**src/hw/rtl/tkd_pkg.sv**
```systemverilog
package tkd_pkg;

    localparam int COORD_BITS = 10;
    localparam int KEY_BITS   = 9;
    localparam int BYTE_BITS  = 8;
    localparam int QDEPTH     = 4;
    localparam int QPTR_BITS  = 2;
    localparam int QCNT_BITS  = 3;

    localparam logic [COORD_BITS-1:0] ROWS_RESET = COORD_BITS'(24);
    localparam logic [COORD_BITS-1:0] COLS_RESET = COORD_BITS'(80);

    localparam logic [0:0] CFG_ROWS = 1'b0;
    localparam logic [0:0] CFG_COLS = 1'b1;

    localparam logic [KEY_BITS-1:0] KEY_ESC    = 9'd27;
    localparam logic [KEY_BITS-1:0] KEY_CTRL_Q = 9'd17;
    localparam logic [KEY_BITS-1:0] KEY_LEFT   = 9'd256;
    localparam logic [KEY_BITS-1:0] KEY_RIGHT  = 9'd257;
    localparam logic [KEY_BITS-1:0] KEY_UP     = 9'd258;
    localparam logic [KEY_BITS-1:0] KEY_DOWN   = 9'd259;
    localparam logic [KEY_BITS-1:0] KEY_PGUP   = 9'd260;
    localparam logic [KEY_BITS-1:0] KEY_PGDN   = 9'd261;
    localparam logic [KEY_BITS-1:0] KEY_HOME   = 9'd262;
    localparam logic [KEY_BITS-1:0] KEY_END    = 9'd263;
    localparam logic [KEY_BITS-1:0] KEY_DEL    = 9'd264;

    typedef struct packed {
        logic                valid;
        logic [KEY_BITS-1:0] key;
    } t_key_xfer;

endpackage

```
**src/hw/rtl/terminal_key_decoder_cursor_top.sv**
```systemverilog
// Channel   Direction  Payload
// s_axis    in         tdata[7:0] byte_value; tuser[0] command (1 = read timeout)
// m_axis    out        tdata[8:0] key_code, [18:9] cursor_col, [28:19] cursor_row;
//                      tuser[0] quit
// i_cfg     in         index 0 screen_rows, index 1 screen_cols
//
// One transaction per cycle while the key queue is not full; a key passes from
// the parser into the key queue, then through the registered cursor update to m_axis.
// A four-entry key queue separates the parser from the cursor unit; s_axis
// stalls only when that queue is full. ESC prefix bytes give no output.
// Reset is synchronous: parser idle, cursor at 0,0, 24 rows by 80 columns.
module terminal_key_decoder_cursor_top
    import tkd_pkg::*;
(
    input  logic                  i_clk,
    input  logic                  i_rst_n,
    input  logic                  s_axis_tvalid,
    output logic                  s_axis_tready,
    input  logic [7:0]            s_axis_tdata,   // [7:0] byte_value
    input  logic [0:0]            s_axis_tuser,   // [0] command
    output logic                  m_axis_tvalid,
    input  logic                  m_axis_tready,
    output logic [31:0]           m_axis_tdata,   // [8:0] key_code, [18:9] cursor_col,
                                                  // [28:19] cursor_row, [31:29] zero
    output logic [0:0]            m_axis_tuser,   // [0] quit
    input  logic                  i_cfg_we,
    input  logic [0:0]            i_cfg_index,
    input  logic [COORD_BITS-1:0] i_cfg_data
);

    t_key_xfer             w_push;
    t_key_xfer             w_head;
    logic                  w_full;
    logic                  w_pop;
    logic                  w_accept;
    logic [KEY_BITS-1:0]   w_key;
    logic [COORD_BITS-1:0] w_col, w_row;
    logic                  w_quit;

    assign s_axis_tready = !w_full;
    assign w_accept      = s_axis_tvalid && s_axis_tready;

    tkd_front u_front (
        .i_clk     (i_clk),
        .i_rst_n   (i_rst_n),
        .i_accept  (w_accept),
        .i_timeout (s_axis_tuser[0]),
        .i_byte    (s_axis_tdata),
        .o_push    (w_push)
    );

    tkd_queue u_queue (
        .i_clk   (i_clk),
        .i_rst_n (i_rst_n),
        .i_push  (w_push),
        .i_pop   (w_pop),
        .o_head  (w_head),
        .o_full  (w_full)
    );

    tkd_back u_back (
        .i_clk       (i_clk),
        .i_rst_n     (i_rst_n),
        .i_cfg_we    (i_cfg_we),
        .i_cfg_index (i_cfg_index),
        .i_cfg_data  (i_cfg_data),
        .i_head      (w_head),
        .o_pop       (w_pop),
        .i_out_ready (m_axis_tready),
        .o_out_valid (m_axis_tvalid),
        .o_key       (w_key),
        .o_col       (w_col),
        .o_row       (w_row),
        .o_quit      (w_quit)
    );

    assign m_axis_tdata = {3'b000, w_row, w_col, w_key};
    assign m_axis_tuser = w_quit;

`ifndef SYNTHESIS
    a_full_implies_out_busy: assert property (@(posedge i_clk) disable iff (!i_rst_n)
        w_full |-> m_axis_tvalid)
        else $error("key queue full while output register empty");

    a_quit_matches_key: assert property (@(posedge i_clk) disable iff (!i_rst_n)
        m_axis_tvalid |-> (w_quit == (w_key == KEY_CTRL_Q)))
        else $error("quit flag disagrees with key code");

    a_key_in_range: assert property (@(posedge i_clk) disable iff (!i_rst_n)
        m_axis_tvalid |-> (w_key <= KEY_DEL))
        else $error("key code out of range");

    a_push_needs_accept: assert property (@(posedge i_clk) disable iff (!i_rst_n)
        w_push.valid |-> w_accept)
        else $error("key queued without an input transaction");
`endif

endmodule

```
**src/hw/rtl/tkd_front.sv**
```systemverilog
module tkd_front
    import tkd_pkg::*;
(
    input  logic                 i_clk,
    input  logic                 i_rst_n,
    input  logic                 i_accept,
    input  logic                 i_timeout,
    input  logic [BYTE_BITS-1:0] i_byte,
    output t_key_xfer            o_push
);

    localparam logic [1:0] PH_IDLE = 2'd0;
    localparam logic [1:0] PH_ESC  = 2'd1;
    localparam logic [1:0] PH_SEQ  = 2'd2;
    localparam logic [1:0] PH_DIG  = 2'd3;

    localparam logic [BYTE_BITS-1:0] B_ESC   = 8'h1b;
    localparam logic [BYTE_BITS-1:0] B_CSI   = 8'h5b;
    localparam logic [BYTE_BITS-1:0] B_SS3   = 8'h4f;
    localparam logic [BYTE_BITS-1:0] B_TILDE = 8'h7e;
    localparam logic [BYTE_BITS-1:0] B_ZERO  = 8'h30;
    localparam logic [BYTE_BITS-1:0] B_NINE  = 8'h39;

    logic [1:0]           r_phase, n_phase;
    logic [BYTE_BITS-1:0] r_first, n_first;
    logic [BYTE_BITS-1:0] r_digit, n_digit;

    function automatic logic [KEY_BITS-1:0] decode_pair(
        input logic [BYTE_BITS-1:0] lead,
        input logic [BYTE_BITS-1:0] b
    );
        logic [KEY_BITS-1:0] k;
        k = KEY_ESC;
        if (lead == B_CSI) begin
            unique case (b)
                8'h41:   k = KEY_UP;
                8'h42:   k = KEY_DOWN;
                8'h43:   k = KEY_RIGHT;
                8'h44:   k = KEY_LEFT;
                8'h48:   k = KEY_HOME;
                8'h46:   k = KEY_END;
                default: k = KEY_ESC;
            endcase
        end else if (lead == B_SS3) begin
            if (b == 8'h48) k = KEY_HOME;
            else if (b == 8'h46) k = KEY_END;
        end
        return k;
    endfunction

    function automatic logic [KEY_BITS-1:0] decode_digit(input logic [BYTE_BITS-1:0] d);
        logic [KEY_BITS-1:0] k;
        unique case (d)
            8'h31, 8'h37: k = KEY_HOME;
            8'h34, 8'h38: k = KEY_END;
            8'h35:        k = KEY_PGUP;
            8'h36:        k = KEY_PGDN;
            8'h33:        k = KEY_DEL;
            default:      k = KEY_ESC;
        endcase
        return k;
    endfunction

    always_comb begin
        n_phase      = r_phase;
        n_first      = r_first;
        n_digit      = r_digit;
        o_push.valid = 1'b0;
        o_push.key   = KEY_ESC;
        if (i_accept) begin
            unique case (r_phase)
                PH_IDLE: begin
                    if (!i_timeout) begin
                        if (i_byte == B_ESC) begin
                            n_phase = PH_ESC;
                        end else begin
                            o_push.valid = 1'b1;
                            o_push.key   = {1'b0, i_byte};
                        end
                    end
                end
                PH_ESC: begin
                    if (i_timeout) begin
                        o_push.valid = 1'b1;
                        n_phase      = PH_IDLE;
                    end else begin
                        n_first = i_byte;
                        n_phase = PH_SEQ;
                    end
                end
                PH_SEQ: begin
                    if (i_timeout) begin
                        o_push.valid = 1'b1;
                        n_phase      = PH_IDLE;
                    end else if (r_first == B_CSI && i_byte >= B_ZERO && i_byte <= B_NINE) begin
                        n_digit = i_byte;
                        n_phase = PH_DIG;
                    end else begin
                        o_push.valid = 1'b1;
                        o_push.key   = decode_pair(r_first, i_byte);
                        n_phase      = PH_IDLE;
                    end
                end
                default: begin
                    o_push.valid = 1'b1;
                    if (!i_timeout && i_byte == B_TILDE) o_push.key = decode_digit(r_digit);
                    n_phase = PH_IDLE;
                end
            endcase
        end
    end

    always_ff @(posedge i_clk) begin
        if (!i_rst_n) begin
            r_phase <= PH_IDLE;
            r_first <= '0;
            r_digit <= '0;
        end else begin
            r_phase <= n_phase;
            r_first <= n_first;
            r_digit <= n_digit;
        end
    end

endmodule

```
**src/hw/rtl/tkd_queue.sv**
```systemverilog
module tkd_queue
    import tkd_pkg::*;
(
    input  logic      i_clk,
    input  logic      i_rst_n,
    input  t_key_xfer i_push,
    input  logic      i_pop,
    output t_key_xfer o_head,
    output logic      o_full
);

    logic [KEY_BITS-1:0]  r_mem [QDEPTH];
    logic [QPTR_BITS-1:0] r_wr_ptr, n_wr_ptr;
    logic [QPTR_BITS-1:0] r_rd_ptr, n_rd_ptr;
    logic [QCNT_BITS-1:0] r_count, n_count;
    logic                 w_do_pop;

    assign o_full       = (r_count == QCNT_BITS'(QDEPTH));
    assign o_head.valid = (r_count != '0);
    assign o_head.key   = r_mem[r_rd_ptr];
    assign w_do_pop     = i_pop && o_head.valid;

    always_comb begin
        n_wr_ptr = r_wr_ptr;
        n_rd_ptr = r_rd_ptr;
        n_count  = r_count;
        if (i_push.valid) n_wr_ptr = r_wr_ptr + 1'b1;
        if (w_do_pop) n_rd_ptr = r_rd_ptr + 1'b1;
        if (i_push.valid && !w_do_pop) n_count = r_count + 1'b1;
        else if (!i_push.valid && w_do_pop) n_count = r_count - 1'b1;
    end

    always_ff @(posedge i_clk) begin
        if (i_push.valid) r_mem[r_wr_ptr] <= i_push.key;
    end

    always_ff @(posedge i_clk) begin
        if (!i_rst_n) begin
            r_wr_ptr <= '0;
            r_rd_ptr <= '0;
            r_count  <= '0;
        end else begin
            r_wr_ptr <= n_wr_ptr;
            r_rd_ptr <= n_rd_ptr;
            r_count  <= n_count;
        end
    end

endmodule

```
**src/hw/rtl/tkd_back.sv**
```systemverilog
module tkd_back
    import tkd_pkg::*;
(
    input  logic                  i_clk,
    input  logic                  i_rst_n,
    input  logic                  i_cfg_we,
    input  logic [0:0]            i_cfg_index,
    input  logic [COORD_BITS-1:0] i_cfg_data,
    input  t_key_xfer             i_head,
    output logic                  o_pop,
    input  logic                  i_out_ready,
    output logic                  o_out_valid,
    output logic [KEY_BITS-1:0]   o_key,
    output logic [COORD_BITS-1:0] o_col,
    output logic [COORD_BITS-1:0] o_row,
    output logic                  o_quit
);

    logic [COORD_BITS-1:0] r_rows, r_cols;
    logic [COORD_BITS-1:0] r_col, n_col;
    logic [COORD_BITS-1:0] r_row, n_row;
    logic                  r_out_valid;
    logic [KEY_BITS-1:0]   r_out_key;
    logic [COORD_BITS-1:0] r_out_col, r_out_row;
    logic                  r_out_quit;
    logic [COORD_BITS:0]   w_col_inc, w_row_inc;
    logic [COORD_BITS-1:0] w_last_col, w_last_row;

    assign o_pop      = i_head.valid && (!r_out_valid || i_out_ready);
    assign w_col_inc  = {1'b0, r_col} + 1'b1;
    assign w_row_inc  = {1'b0, r_row} + 1'b1;
    assign w_last_col = (r_cols == '0) ? '0 : r_cols - 1'b1;
    assign w_last_row = (r_rows == '0) ? '0 : r_rows - 1'b1;

    always_comb begin
        n_col = r_col;
        n_row = r_row;
        unique case (i_head.key)
            KEY_LEFT:  if (r_col != '0) n_col = r_col - 1'b1;
            KEY_RIGHT: if (w_col_inc < {1'b0, r_cols}) n_col = w_col_inc[COORD_BITS-1:0];
            KEY_UP:    if (r_row != '0) n_row = r_row - 1'b1;
            KEY_DOWN:  if (w_row_inc < {1'b0, r_rows}) n_row = w_row_inc[COORD_BITS-1:0];
            KEY_PGUP:  n_row = '0;
            KEY_PGDN:  n_row = w_last_row;
            KEY_HOME:  n_col = '0;
            KEY_END:   n_col = w_last_col;
            default:   ;
        endcase
    end

    always_ff @(posedge i_clk) begin
        if (!i_rst_n) begin
            r_rows      <= ROWS_RESET;
            r_cols      <= COLS_RESET;
            r_col       <= '0;
            r_row       <= '0;
            r_out_valid <= 1'b0;
        end else begin
            if (i_cfg_we) begin
                unique case (i_cfg_index)
                    CFG_ROWS: r_rows <= i_cfg_data;
                    CFG_COLS: r_cols <= i_cfg_data;
                    default:  ;
                endcase
            end
            if (o_pop) begin
                r_col       <= n_col;
                r_row       <= n_row;
                r_out_valid <= 1'b1;
            end else if (i_out_ready) begin
                r_out_valid <= 1'b0;
            end
        end
    end

    always_ff @(posedge i_clk) begin
        if (o_pop) begin
            r_out_key  <= i_head.key;
            r_out_col  <= n_col;
            r_out_row  <= n_row;
            r_out_quit <= (i_head.key == KEY_CTRL_Q);
        end
    end

    assign o_out_valid = r_out_valid;
    assign o_key       = r_out_key;
    assign o_col       = r_out_col;
    assign o_row       = r_out_row;
    assign o_quit      = r_out_quit;

endmodule

```
**config.mk**
```make
export PLATFORM = sky130hd
export DESIGN_NAME = terminal_key_decoder_cursor_top
export DESIGN_NICKNAME = d
export VERILOG_FILES = /design/src/hw/rtl/tkd_pkg.sv /design/src/hw/rtl/terminal_key_decoder_cursor_top.sv /design/src/hw/rtl/tkd_front.sv /design/src/hw/rtl/tkd_queue.sv /design/src/hw/rtl/tkd_back.sv
export SDC_FILE = /design/constraint.sdc
export NUM_CORES = 1
export LEC_CHECK = 0
export BUFFER_PORTS_ARGS = -buffer_cell sky130_fd_sc_hd__buf_2
export CAP_MARGIN = 30
export CORE_ASPECT_RATIO = 0.6
export CORE_MARGIN = 5
export CORE_UTILIZATION = 55
export DETAILED_ROUTE_END_ITERATION = 6
export HOLD_SLACK_MARGIN = 0.15
export PLACE_DENSITY = 0.74
export SLEW_MARGIN = 10
export SYNTH_ARGS = -nofsm -noshare
export SYNTH_HDL_FRONTEND = slang
export SYNTH_SLANG_ARGS = --single-unit
```
**constraint.sdc**
```tcl
create_clock -name i_clk -period 3.5 [get_ports i_clk]
set_clock_uncertainty 0.15 [all_clocks]
set_input_delay 0.175 -clock i_clk [delete_from_list [all_inputs] [get_ports i_clk]]
set_output_delay 0.175 -clock i_clk [all_outputs]
set_load 0.01 [all_outputs]
```
# After elaboration in Yosys (flattened, before gate mapping)
# Memory sizes are Yosys's and may differ from the RTL's. A register that Yosys moved wholly into a read port is not among the register bits.
# Index checks and enable logic that the tools add are counted.
classes:
  n_addsub: 10
  multipliers: 0
  n_div: 0
  magnitude_cmp: 4
  n_eq_ne: 31
  n_shift: 0
  n_mux: 38
  n_bitwise: 2
  reduce_logical: 29
ops:
  columns: ["cell", "n"]
  rows:
  - ["10-bit 2-to-1 mux", 10]
  - ["10-bit one-hot mux with 4 select lines", 2]
  - ["8-bit by 7-bit == test with 1-bit output, second input constant", 9]
  - ["9-bit == test, second input constant", 8]
  - ["8-bit by 6-bit == test with 1-bit output, second input constant", 7]
  - ["9-bit 2-to-1 mux", 6]
  - ["9-bit one-hot mux with 6 select lines", 1]
  - ["9-bit one-hot mux with 5 select lines", 1]
  - ["10-bit by 1-bit subtractor with 10-bit output, second input constant", 4]
  - ["9-bit one-hot mux with 3 select lines", 1]
  - ["10-bit by 1-bit adder with 11-bit output, second input constant", 2]
  - ["11-bit by 10-bit < comparator with 1-bit output", 2]
  - ["10-bit logical NOT", 2]
  - ["10-bit nonzero test", 2]
  - ["2-bit 2-to-1 mux", 7]
  - ["9-bit by 5-bit == test with 1-bit output, second input constant", 1]
  - ["8-bit by 5-bit == test with 1-bit output, second input constant", 1]
  - ["8-bit by 6-bit greater-or-equal comparator with 1-bit output, second input constant", 1]
  - ["8-bit by 6-bit less-or-equal comparator with 1-bit output, second input constant", 1]
  - ["1-bit logical AND", 8]
  - ["1-bit 2-to-1 mux", 6]
  - ["3-bit 2-to-1 mux", 2]
  - ["2-bit one-hot mux with 3 select lines", 1]
  - ["3-bit AND reduction", 2]
  - ["18 further kinds", 27]
word_totals:
  register_bits: 96
  latchBits: 0
  ramBits: 36
  mem_bits_ro: 0
  input_bits: 25
  out_inout_bits: 35
  word_cells: 130
  n_memories: 1
memory_table:
  columns: ["name", "depth", "word_bits", "rd", "rd_clocked_by_memory_dff", "wr", "line", "text"]
  rows:
  - ["u_queue.r_mem", 4, 9, 1, 1, 1, "tkd_queue.sv:12", "logic [KEY_BITS-1:0] r_mem [QDEPTH];"]

# Depth between registers and ports, before layout
# Gate-level depths: netlist of run 1.
logic_depth:
  word_depth: 13
  depth_mapped: 13

# By module
# A second synthesis of run 1 with hierarchy kept.
hier_totals:
  cells_unflattened: 907
  hier_area_um2: 8261.7
by_module_without_submodules:
  columns: ["module", "instances", "cells_each", "area_each_um2"]
  rows:
  - ["tkd_back", 1, 631, 5086.1]
  - ["tkd_queue", 1, 90, 1770.4]
  - ["tkd_front", 1, 180, 1368.8]
  - ["terminal_key_decoder_cursor_top", 1, 6, 36.3]

# Worst setup path after synthesis of run 1
# No wires, ideal clock.
synth_timing:
  kind: "reg2reg"
  start: "register u_back.r_col[2]"
  end: "register u_back.r_out_col[1], in the netlist u_back.o_col[1], data pin"
  setup_time_ns: 0.272
  t_arrival_ns: 2.998
  t_required_ns: 3.078
  setup_slack_ns: 0.080
  stages_incl_launch_ff: 13
  n_path_buf: 1
  cell_sequence: "dfxtp_1 clkbuf_1 and3_1 nand4_1 nor2_1 xor2_1 ha_1 a21boi_0 a311oi_1 o21a_1 mux2i_1 o21ai_0 a21boi_0"
synth_between:
  elab_chain_cells: 4
  word_cells_on_any_way: 6
  cone_classes: "1 x add/sub; 1 x order compare; 3 x mux; 1 x reduce/logical"
synth_rtl:
  columns: ["item", "line", "text"]
  rows:
  - ["start, declared", "tkd_back.sv:20", "logic [COORD_BITS-1:0] r_col, n_col;"]
  - ["start signal, assigned", "tkd_back.sv:67", "r_col <= n_col;"]
  - ["10-bit by 1-bit adder with 11-bit output", "tkd_back.sv:30", "assign w_col_inc = {1'b0, r_col} + 1'b1;"]
  - ["11-bit by 10-bit < comparator with 1-bit output", "tkd_back.sv:40", "KEY_RIGHT: if (w_col_inc < {1'b0, r_cols}) n_col = w_col_inc[COORD_BITS-1:0];"]
  - ["10-bit 2-to-1 mux", "tkd_back.sv:40", null]
  - ["10-bit one-hot mux with 4 select lines (*)", "tkd_back.sv:38", "unique case (i_head.key)"]
  - ["via u_back.n_col[1]", "tkd_back.sv:20", null]
  - ["end signal, assigned", "tkd_back.sv:79", "r_out_col <= n_col;"]
  - ["end, declared", "tkd_back.sv:24", "logic [COORD_BITS-1:0] r_out_col, r_out_row;"]
# Mark *: on every way through the listed nets, which the timed path passes. The rest lies on a longest branch.
# A chain may end at the register's enable or synchronous reset.

# Worst setup path after layout of run 1
layout_timing:
  start: "register u_back.r_cols[1]"
  end: "register u_back.r_col[3]"
layout_between:
  elab_chain_cells: 3
  word_cells_on_any_way: 6
  cone_classes: "1 x add/sub; 1 x order compare; 3 x mux; 1 x reduce/logical"
layout_rtl:
  columns: ["item", "line", "text"]
  rows:
  - ["start, declared", "tkd_back.sv:19", "logic [COORD_BITS-1:0] r_rows, r_cols;"]
  - ["start signal, assigned", "tkd_back.sv:62", "CFG_COLS: r_cols <= i_cfg_data;"]
  - ["10-bit by 1-bit subtractor with 10-bit output, or another cell as far along", "tkd_back.sv:32", "assign w_last_col = (r_cols == '0) ? '0 : r_cols - 1'b1;"]
  - ["10-bit 2-to-1 mux, on equally long branches", "tkd_back.sv:32, tkd_back.sv:40", null]
  - ["10-bit one-hot mux with 4 select lines (*)", "tkd_back.sv:38", null]
# Mark *: on every way between the ends. The rest lies on a longest branch, timed or not.

==> qor.txt, run 1 <==
Run status: finished clean
Leak Pwr: 3.80 nW
Final Core Density: 66.8%
Area contributors post-synth: edfxtp_1, dfxtp_1, ha_1
Post-DP HPWL: 15.1 mm
Initial antenna violation count: 1
Delay-heaviest family, CP: compound AO/OA/AOI/OAI gates
Max Cap Violations: 0
First-pass GRT wire length: 35.0 mm
Wirelength, routed: 21.8 mm
Hold Violations, Final: 0
Net Sw Frac: 32.6%
Worst-margin pin slew: 0.752 ns
CTS tree: yes
Core Region: 14300 sq um
Synth Flop Type: dfxtp_1
Via count: 7097
GRT overflow: 0
Number of flops mapped to enable cells by yosys: 66
Total track usage: 26.1%
Initial drt markers: 821
P_sw: 1.67 mW
Part of the power in the clock network: 34.9%
Area grow syn2layout: 20.2%
1st-pass router iterations: 6
Hold Crit Start: u_front.r_digit[5]
Clock latency on the worst-skew pair: 0.42 ns
Largest net degree at the start of global routing: 43
Drt wl/cell: 18.8 um
Share of the clock period used by the worst path: 95.6%
Layout Nets: 1005
Number of remaining DRC errors: 0
Hold path cells: 1
Mean post-synth cell area: 9.38 sq um
TritonCTS Buffers: 17
H-tree levels: 4
Post-layout min period: 3.35 ns
Placed Cells: 1093
Worst R2R Start: u_back.r_cols[1]
Cell taking the most area after synthesis: edfxtp_1
Peak supply drop: 0.324 mV
Post-synth top area share: 24.9%
Cell Int Power: 3.46 mW
Pins Over Slew Limit: 0
Count leader, synth: nand2_1
Syn Inst Count: 849
Maximum clock path buffer count: 2
Num rows: 34
Hold Path Sink: u_front.r_digit[5]
Final setup TNS: 0 ns
Sequential share of power: 40.7%
Req. time, crit path: 3.67 ns
CP max stage delay: 0.71 ns
Initial Util: 55.6%
Die area: 17100 sq um
Relative slew slack: 49.8%
Synth Warn #: 0
Yosys reg bits: 134
Clk pin slew, worst setup/hold paths: 0.07 ns
Pwr per Cell Area: 535 nW/um^2
Final std cells w/o fill: 1162
Top cells by instance count after synthesis: nand2_1, dfxtp_1, edfxtp_1
Filler Cell Count: 1098
R2R cell count: 9
WHS: 0.311 ns
Internal reg-to-reg setup slack: 0.15 ns
Bufs and invs on worst path: 1
Max FO, Critical Path: 9
R2r endpoint: u_back.r_col[3]
Seq/Total Area, Yosys: 42.0%
Final-report setup violation count: 0
Detail Route Antenna Nets: 0
Worst hold-check path type: reg2reg
Chip height: 103 um
Logic pwr share: 24.5%
Post-CTS Setup Bufs: 0
CP endpoint kind: flip-flop
CP most frequent cell: o21ai_0
Vias in the first global route: 6477
Root Buffer: clkbuf_16
Width of the die: 165 um
Critical setup path kind: reg2reg
Avg Vias per Cell: 6.11
Share of layout cells above drive strength 1: 17.4%
TritonCTS Sinks: 134
Ports: 60
Achievable Freq: 299 MHz
Post-synth ARST share: 0%
CP arrival: 3.52 ns
GP Congestion: 0.988
CP Cell Sequence: inv_1, ha_1, or4b_2, o311a_1, nand4_1, o21ai_0, a21oi_1, o21ai_0, o221a_2
Slowest stage cell on the critical path: or4b_2
Post-Syn Area: 7970 sq um
Distinct cell type count after synthesis: 72
IO buf count: 56
Startpoint class of the critical path: flip-flop
==> metrics by stage <==
stage	total power, mW	area (sq um)	worst slack [ns]
4_1_cts	5.13	9560	0.102
5_1_grt	5.36	9580	-0.00272
6_report	5.13	9580	0.155
3_5_place_dp	3.31	8610	0.119
2_1_floorplan	2.84	7970	0.0795
3_3_place_gp	3.29	8590	0.254
==> flip-flops by register name, indices dropped and copies added (netlist names), named ones only <==
| name | cells |
|---|---|
| u_back.o_col | 10 |
| u_back.o_key | 9 |
| u_back.o_out_valid | 1 |
| u_back.o_quit | 1 |
| u_back.o_row | 10 |
| u_back.r_col | 10 |
| u_back.r_cols | 10 |
| u_back.r_row | 10 |
| u_back.r_rows | 10 |
| u_front.r_digit | 8 |
| u_front.r_first | 8 |
| u_front.r_phase | 2 |
| u_queue.r_count | 3 |
| u_queue.r_mem | 36 |
| u_queue.r_rd_ptr | 2 |
| u_queue.r_wr_ptr | 2 |
==> cell type report <==
cell class	instances	area (sq um)	area share [%]
Antenna cell	1	2.50	0.0261
Clock buffer	17	425	4.44
Clock inverter	15	160	1.67
Inverter	41	154	1.61
Multi-Input combinational cell	621	4270	44.5
Sequential cell	134	3350	34.9
Tap cell	198	248	2.59
Timing Repair Buffer	135	976	10.2
==> power by group through the flow <==
| stage | sequential (mW) | combinational [mW] | clock [mW] |
|---|---|---|---|
| 3_5_place_dp | 2.12 | 1.20 | 0 |
| 3_3_place_gp | 2.12 | 1.18 | 0 |
| 6_report | 2.09 | 1.25 | 1.79 |
| 5_1_grt | 2.11 | 1.37 | 1.88 |
| 4_1_cts | 2.09 | 1.24 | 1.80 |
| 2_1_floorplan | 2.17 | 0.669 | 0 |
==> logic make-up (layout without fill, tap and decap cells) <==
group	Yosys count	in the layout	synth area share (%)
simple gates	296	296	19.8
compound gates	209	209	17.7
flops	134	134	42.0
buf+inv	96	208	4.77
xor+xnor	51	51	5.61
mux	32	32	5.31
fa+ha+maj	30	30	4.81
other cells	1	4	0.0471
==> per-layer routing <==
metal	up-vias	track usage, %	share of wire (%)
met5	-	0	0.032
met4	2	6.40	1.4
met3	43	5.43	9.8
met2	403	38.5	43
met1	3326	39.5	46
li1	3323	-	-
==> placed cells by master, fill, tap and decap left out, types with 7 or more instances in the layout <==
cell type / Yosys / layout
nand2_1: 75 / 75
dfxtp_1: 68 / 66
edfxtp_1: 66 / 66
buf_2: 1 / 56
nor2_1: 52 / 52
buf_4: 3 / 42
inv_1: 41 / 41
o21ai_0: 42 / 41
a21oi_1: 39 / 39
dlygate4sd3_1: 0 / 36
xnor2_1: 30 / 30
ha_1: 29 / 29
nor3_1: 29 / 28
mux2i_1: 22 / 22
a21boi_0: 22 / 21
xor2_1: 21 / 21
nor2b_1: 20 / 20
nand3_1: 21 / 20
clkbuf_16: 0 / 17
o211ai_1: 16 / 16
and3_1: 15 / 15
o22ai_1: 14 / 14
and2_1: 13 / 13
o21a_1: 13 / 13
nand4_1: 12 / 12
nand2b_1: 12 / 12
mux4_2: 8 / 8
a31oi_1: 8 / 8
a211oi_1: 8 / 8
o221a_2: 7 / 7
==> how the worst max path moves through the flow <==
stage | slack [ns] | end | cells past startpoint | start
2_1_floorplan | 0.08 | u_back.o_col[1] | 12 | u_back.r_col[2]
3_3_place_gp | 0.25 | u_back.o_row[7] | 13 | u_back.r_row[0]
3_5_place_dp | 0.12 | u_back.o_row[9] | 12 | u_back.r_row[0]
4_1_cts | 0.10 | u_back.o_row[9] | 12 | u_back.r_row[0]
5_1_grt | -0.003 | u_back.o_row[1] | 12 | u_back.r_row[0]
6_report | 0.15 | u_back.r_col[3] | 9 | u_back.r_cols[1]
==> timing repair <==
item	in CTS	in global routing
gates resized for setup	0	7
hold endpoints to repair	60	0
hold buffers	36	0
endpoints found under the setup margin	0	26
Note: power is estimated with default switching activity, not from simulation.
==> inputs of run 2 (changes only) <==
--- a/config.mk
+++ b/config.mk
@@ -13,6 +13,7 @@
 export DETAILED_ROUTE_END_ITERATION = 6
 export HOLD_SLACK_MARGIN = 0.15
 export PLACE_DENSITY = 0.74
+export RECOVER_POWER = 25
 export SLEW_MARGIN = 10
 export SYNTH_ARGS = -nofsm -noshare
 export SYNTH_HDL_FRONTEND = slang
==> qor.txt, run 2 (synthesis results as in run 1) <==
Die area: 17100 sq um
Chip height: 103 um
Initial drt markers: 816
H-tree levels: 4
Max FFs per register: 36
Total track usage: 26.1%
IO buf count: 56
Pins Over Slew Limit: 0
Wirelength, routed: 21.8 mm
Critical setup path kind: reg2reg
Drt wl/cell: 18.8 um
Area grow syn2layout: 19.6%
Commonest non-fill, non-tap cells in the layout: nand2_1, dfxtp_1, edfxtp_1
Final-report setup violation count: 0
GRT overflow: 0
Post-layout min period: 3.32 ns
Most flop-heavy register: u_queue.r_mem
GP Congestion: 0.988
Number of remaining DRC errors: 0
Root Buffer: clkbuf_16
Achievable Freq: 302 MHz
Maximum clock path buffer count: 2
Placed Area: 8610 sq um
Post-DP HPWL: 15.1 mm
Via count: 7123
Relative slew slack: 15.8%
Share of the clock period used by the worst path: 94.7%
First-pass GRT wire length: 35.0 mm
TritonCTS Sinks: 134
CP endpoint kind: flip-flop
Vias in the first global route: 6477
Run status: finished clean
Initial Util: 55.6%
Clock latency on the worst-skew pair: 0.42 ns
Peak supply drop: 0.324 mV
Pwr per Cell Area: 534 nW/um^2
Max FO, Critical Path: 9
Worst hold-check path type: reg2reg
CP arrival: 3.49 ns
Commonest non-fill, non-tap cell in the layout: nand2_1
Initial antenna violation count: 1
Clk pin slew, worst setup/hold paths: 0.07 ns
Core Region: 14300 sq um
Layout Nets: 1005
Share of layout cells above drive strength 1: 13.9%
Worst-margin pin slew: 1.26 ns
Req. time, crit path: 3.67 ns
1st-pass router iterations: 5
Largest net degree at the start of global routing: 43
Avg Vias per Cell: 6.14
Startpoint class of the critical path: flip-flop
Power, Total: 5.09 mW
Ports: 60
Leak Pwr: 3.69 nW
Width of the die: 165 um
Antenna diodes: 0
Hold Violations, Final: 0
Num rows: 34
Design area: 9530 sq um
Max Cap Violations: 0
Detail Route Antenna Nets: 0
Final Core Density: 66.5%
CTS tree: yes
TritonCTS Buffers: 17
WHS: 0.311 ns
-- run 2: cell count changes in the layout (fill, tap and decap cells not counted), sizes merged --
cell,previous run,this run
clkbuf,17,51
diode,1,0
buf,99,65
-- run 2: cell type report --
type / instances / area, sq um
clock buffers: 17 / 425
clock inverters: 15 / 160
fillers: 1119 / 4810
inverters: 41 / 154
multi-input cells: 621 / 4270
flip-flops and latches: 134 / 3350
well taps: 198 / 248
repair buffers: 135 / 931
-- run 2: path summary, 6_finish.rpt --
kind                       from                 end  slack, ns  cells after the start
min reg2reg  u_front.r_digit[5]  u_front.r_digit[5]       0.31                      1
max            u_back.r_cols[1]     u_back.r_col[3]       0.18                      9
min          u_front.r_digit[5]  u_front.r_digit[5]       0.31                      1
max reg2reg    u_back.r_cols[1]     u_back.r_col[3]       0.18                      9
-- run 2: report_power, final --
part / switching (mW) / total, mW / internal [mW]
clock network: 0.781 / 1.79 / 1.01
registers: 0.132 / 2.09 / 1.96
logic: 0.770 / 1.21 / 0.439
total: 1.68 / 5.09 / 3.41
-- run 2: per-stage QoR --
| step | worst slack, ns | setup TNS (ns) | instances |
|---|---|---|---|
| floorplan | 0.0795 | 0 | 851 |
| global placement | 0.254 | 0 | 1092 |
| detailed placement | 0.119 | 0 | 1093 |
| CTS | 0.102 | 0 | 1161 |
| global route | -0.00272 | -0.00538 | 1161 |
| finish | 0.185 | 0 | 1161 |
-- run 2: worst max-delay path: stages, from the launching register on --
cell     delay, ns
dfxtp_1       0.34
inv_1         0.09
ha_1          0.23
or4b_2        0.71
o311a_1       0.40
nand4_1       0.32
o21ai_0       0.16
a21oi_1       0.31
o21ai_0       0.19
o221a_2       0.29
-- run 2: layer usage --
layer | global-route usage (%) | up-vias | share of wire [%] | wire length, um
li1 | - | 3326 | - | -
met1 | 39.5 | 3371 | 47 | 10200
met2 | 38.5 | 392 | 43 | 9340
met3 | 5.43 | 32 | 9.4 | 2050
met4 | 6.40 | 2 | 1.1 | 244
met5 | 0 | - | 0.032 | 7
-- run 2: what timing repair did --
action / in CTS / in global routing
hold buffers: 36 / 0
buffers inserted: 0 / 0
resized for setup: 0 / 7
setup endpoints to repair: 0 / 26
hold endpoints to repair: 60 / 0
==> inputs of run 3 (changes only) <==
--- a/config.mk
+++ b/config.mk
@@ -8,11 +8,11 @@
 export BUFFER_PORTS_ARGS = -buffer_cell sky130_fd_sc_hd__buf_2
 export CAP_MARGIN = 30
 export CORE_ASPECT_RATIO = 0.6
-export CORE_MARGIN = 5
-export CORE_UTILIZATION = 55
+export CORE_MARGIN = 2
+export CORE_UTILIZATION = 30
 export DETAILED_ROUTE_END_ITERATION = 6
 export HOLD_SLACK_MARGIN = 0.15
-export PLACE_DENSITY = 0.74
+export PLACE_DENSITY = 0.44
 export RECOVER_POWER = 25
 export SLEW_MARGIN = 10
 export SYNTH_ARGS = -nofsm -noshare
==> qor.txt, run 3 (synthesis results as in run 1) <==
Run status: finished clean
Req. time, crit path: 3.54 ns
WHS: 0.263 ns
Post-layout min period: 3.32 ns
Ports: 60
Critical path origin: u_back.r_row[0]
First-pass GRT wire length: 37.2 mm
Final-report setup violation count: 0
Layout Nets: 1016
Placed Cells: 1269
Die area: 27900 sq um
Relative slew slack: 49.1%
DR WL met2: 8.93 mm
Filler Cell Count: 2683
Pins Over Slew Limit: 0
Number of remaining DRC errors: 0
Max FO, Critical Path: 8
Internal reg-to-reg setup slack: 0.18 ns
CP Cell Sequence: buf_4, nand3_1, nor2_1, nand3_1, nor2_1, xor2_1, ha_1, a21oi_1, o21ai_1, a21o_1, o21ai_0, and3_1, nor2_1
Hold Violations, Final: 0
Share of the clock period used by the worst path: 94.9%
Max Cap Violations: 0
CP max stage delay: 0.38 ns
Hold Crit Start: s_axis_tvalid
Width of the die: 214 um
Clock latency on the worst-skew pair: 0.43 ns
Final std cells w/o fill: 1334
Num rows: 46
Avg Vias per Cell: 5.08
Hold path cells: 3
Critical setup path kind: reg2reg
Wirelength, routed: 23.6 mm
GRT overflow: 0
TritonCTS Sinks: 134
CP most frequent cell: nor2_1
Initial antenna violation count: 0
Hold Path Sink: u_queue.r_mem[2][8]
Bufs and invs on worst path: 1
Largest net degree at the start of global routing: 33
CTS tree: yes
Commonest non-fill, non-tap cell in the layout: nand2_1
Total track usage: 17.4%
Slowest stage cell on the critical path: dfxtp_1
Detail Route Antenna Nets: 0
Chip height: 130 um
Worst R2R Start: u_back.r_row[0]
Max FFs per register: 36
GP Congestion: 0.882
Antenna diodes: 0
Worst-margin pin slew: 0.762 ns
Leak Pwr: 3.72 nW
Met3 Wirelength: 1.24 mm
Most flop-heavy register: u_queue.r_mem
Vias in the first global route: 6340
H-tree levels: 4
CP endpoint kind: flip-flop
Pwr per Cell Area: 516 nW/um^2
Initial Util: 30.4%
Maximum clock path buffer count: 2
Core Region: 26200 sq um
1st-pass router iterations: 6
Met1 wire length: 13.2 mm
Initial drt markers: 539
R2r endpoint: u_back.o_row[8]
IO buf count: 56
R2R cell count: 13
Clk pin slew, worst setup/hold paths: 0.06 ns
Peak supply drop: 0.262 mV
TritonCTS Buffers: 17
Max layer used: met4
Achievable Freq: 301 MHz
Via count: 6775
Post-DP HPWL: 17.5 mm
RSZ-0062 raised after global routing: true
Drt wl/cell: 17.7 um
Area grow syn2layout: 23.0%
Startpoint class of the critical path: flip-flop
Root Buffer: clkbuf_16
Commonest non-fill, non-tap cells in the layout: nand2_1, dfxtp_1, edfxtp_1
Share of layout cells above drive strength 1: 15.3%
Worst hold-check path type: in2reg
Delay-heaviest family, CP: simple AND/OR/NAND/NOR gates
CP arrival: 3.36 ns
run 3: cell types whose count changed in the layout (fill, tap and decap cells not counted), sizes merged:
cell / previous run / this run
clkinvlp: 2 / 1
clkinv: 4 / 9
buf: 65 / 80
dlygate4sd3: 36 / 32
inv: 49 / 44
clkbuf: 51 / 52
run 3: tightest hold or removal path, delay by kind of cell:
family          cells  cell delay [ns]
compound gates      1             0.15
buf+inv             1             0.10
simple gates        1             0.21
run 3: per-stage QoR:
step	total power [mW]	setup TNS, ns	utilization (%)	setup WS [ns]	cell area, sq um
global placement	3.39	0	33.9	0.174	8900
floorplan	2.84	0	-	0.0795	7970
global route	5.35	-0.0159	37.3	-0.0159	9800
finish	5.06	0	37.3	0.180	9800
CTS	5.18	0	37.3	0.0480	9800
detailed placement	3.39	0	34.0	0.0887	8920
run 3: report_power, final:
| group | switching, mW | internal (mW) |
|---|---|---|
| registers | 0.122 | 1.96 |
| clock network | 0.747 | 0.984 |
| logic | 0.793 | 0.450 |
| total | 1.66 | 3.39 |
run 3: how the worst max path moves through the flow:
stage	slack, ns	cells past startpoint	end
finish	0.18	13	u_back.o_row[8]
global route	-0.02	14	u_back.r_row[1]
CTS	0.05	14	u_back.r_row[1]
detailed placement	0.09	14	u_back.r_row[1]
global placement	0.17	14	u_back.r_row[1]
floorplan	0.08	12	u_back.o_col[1]
run 3: timing repair:
action | in CTS | in global routing
hold buffers | 32 | 0
gates resized for setup | 0 | 11
setup endpoints to repair | 0 | 22
setup buffers | 0 | 1
endpoints found under the hold margin | 58 | 0
run 3: cell type report:
| cell class | count | area, sq um | share of cell area, % |
|---|---|---|---|
| Clock buffer | 18 | 429 | 4.38 |
| Clock inverter | 14 | 128 | 1.30 |
| Tap cell | 360 | 450 | 4.60 |
| Multi-Input combinational cell | 621 | 4290 | 43.8 |
| Timing Repair Buffer | 146 | 1000 | 10.2 |
| Sequential cell | 134 | 3340 | 34.1 |
| Inverter | 41 | 154 | 1.57 |
run 3: layer usage:
| layer | vias to the layer above | global-route usage [%] |
|---|---|---|
| met5 | - | 0 |
| met2 | 207 | 22.9 |
| met4 | 0 | 4.49 |
| met3 | 18 | 3.08 |
| met1 | 3196 | 28.1 |
| li1 | 3354 | - |
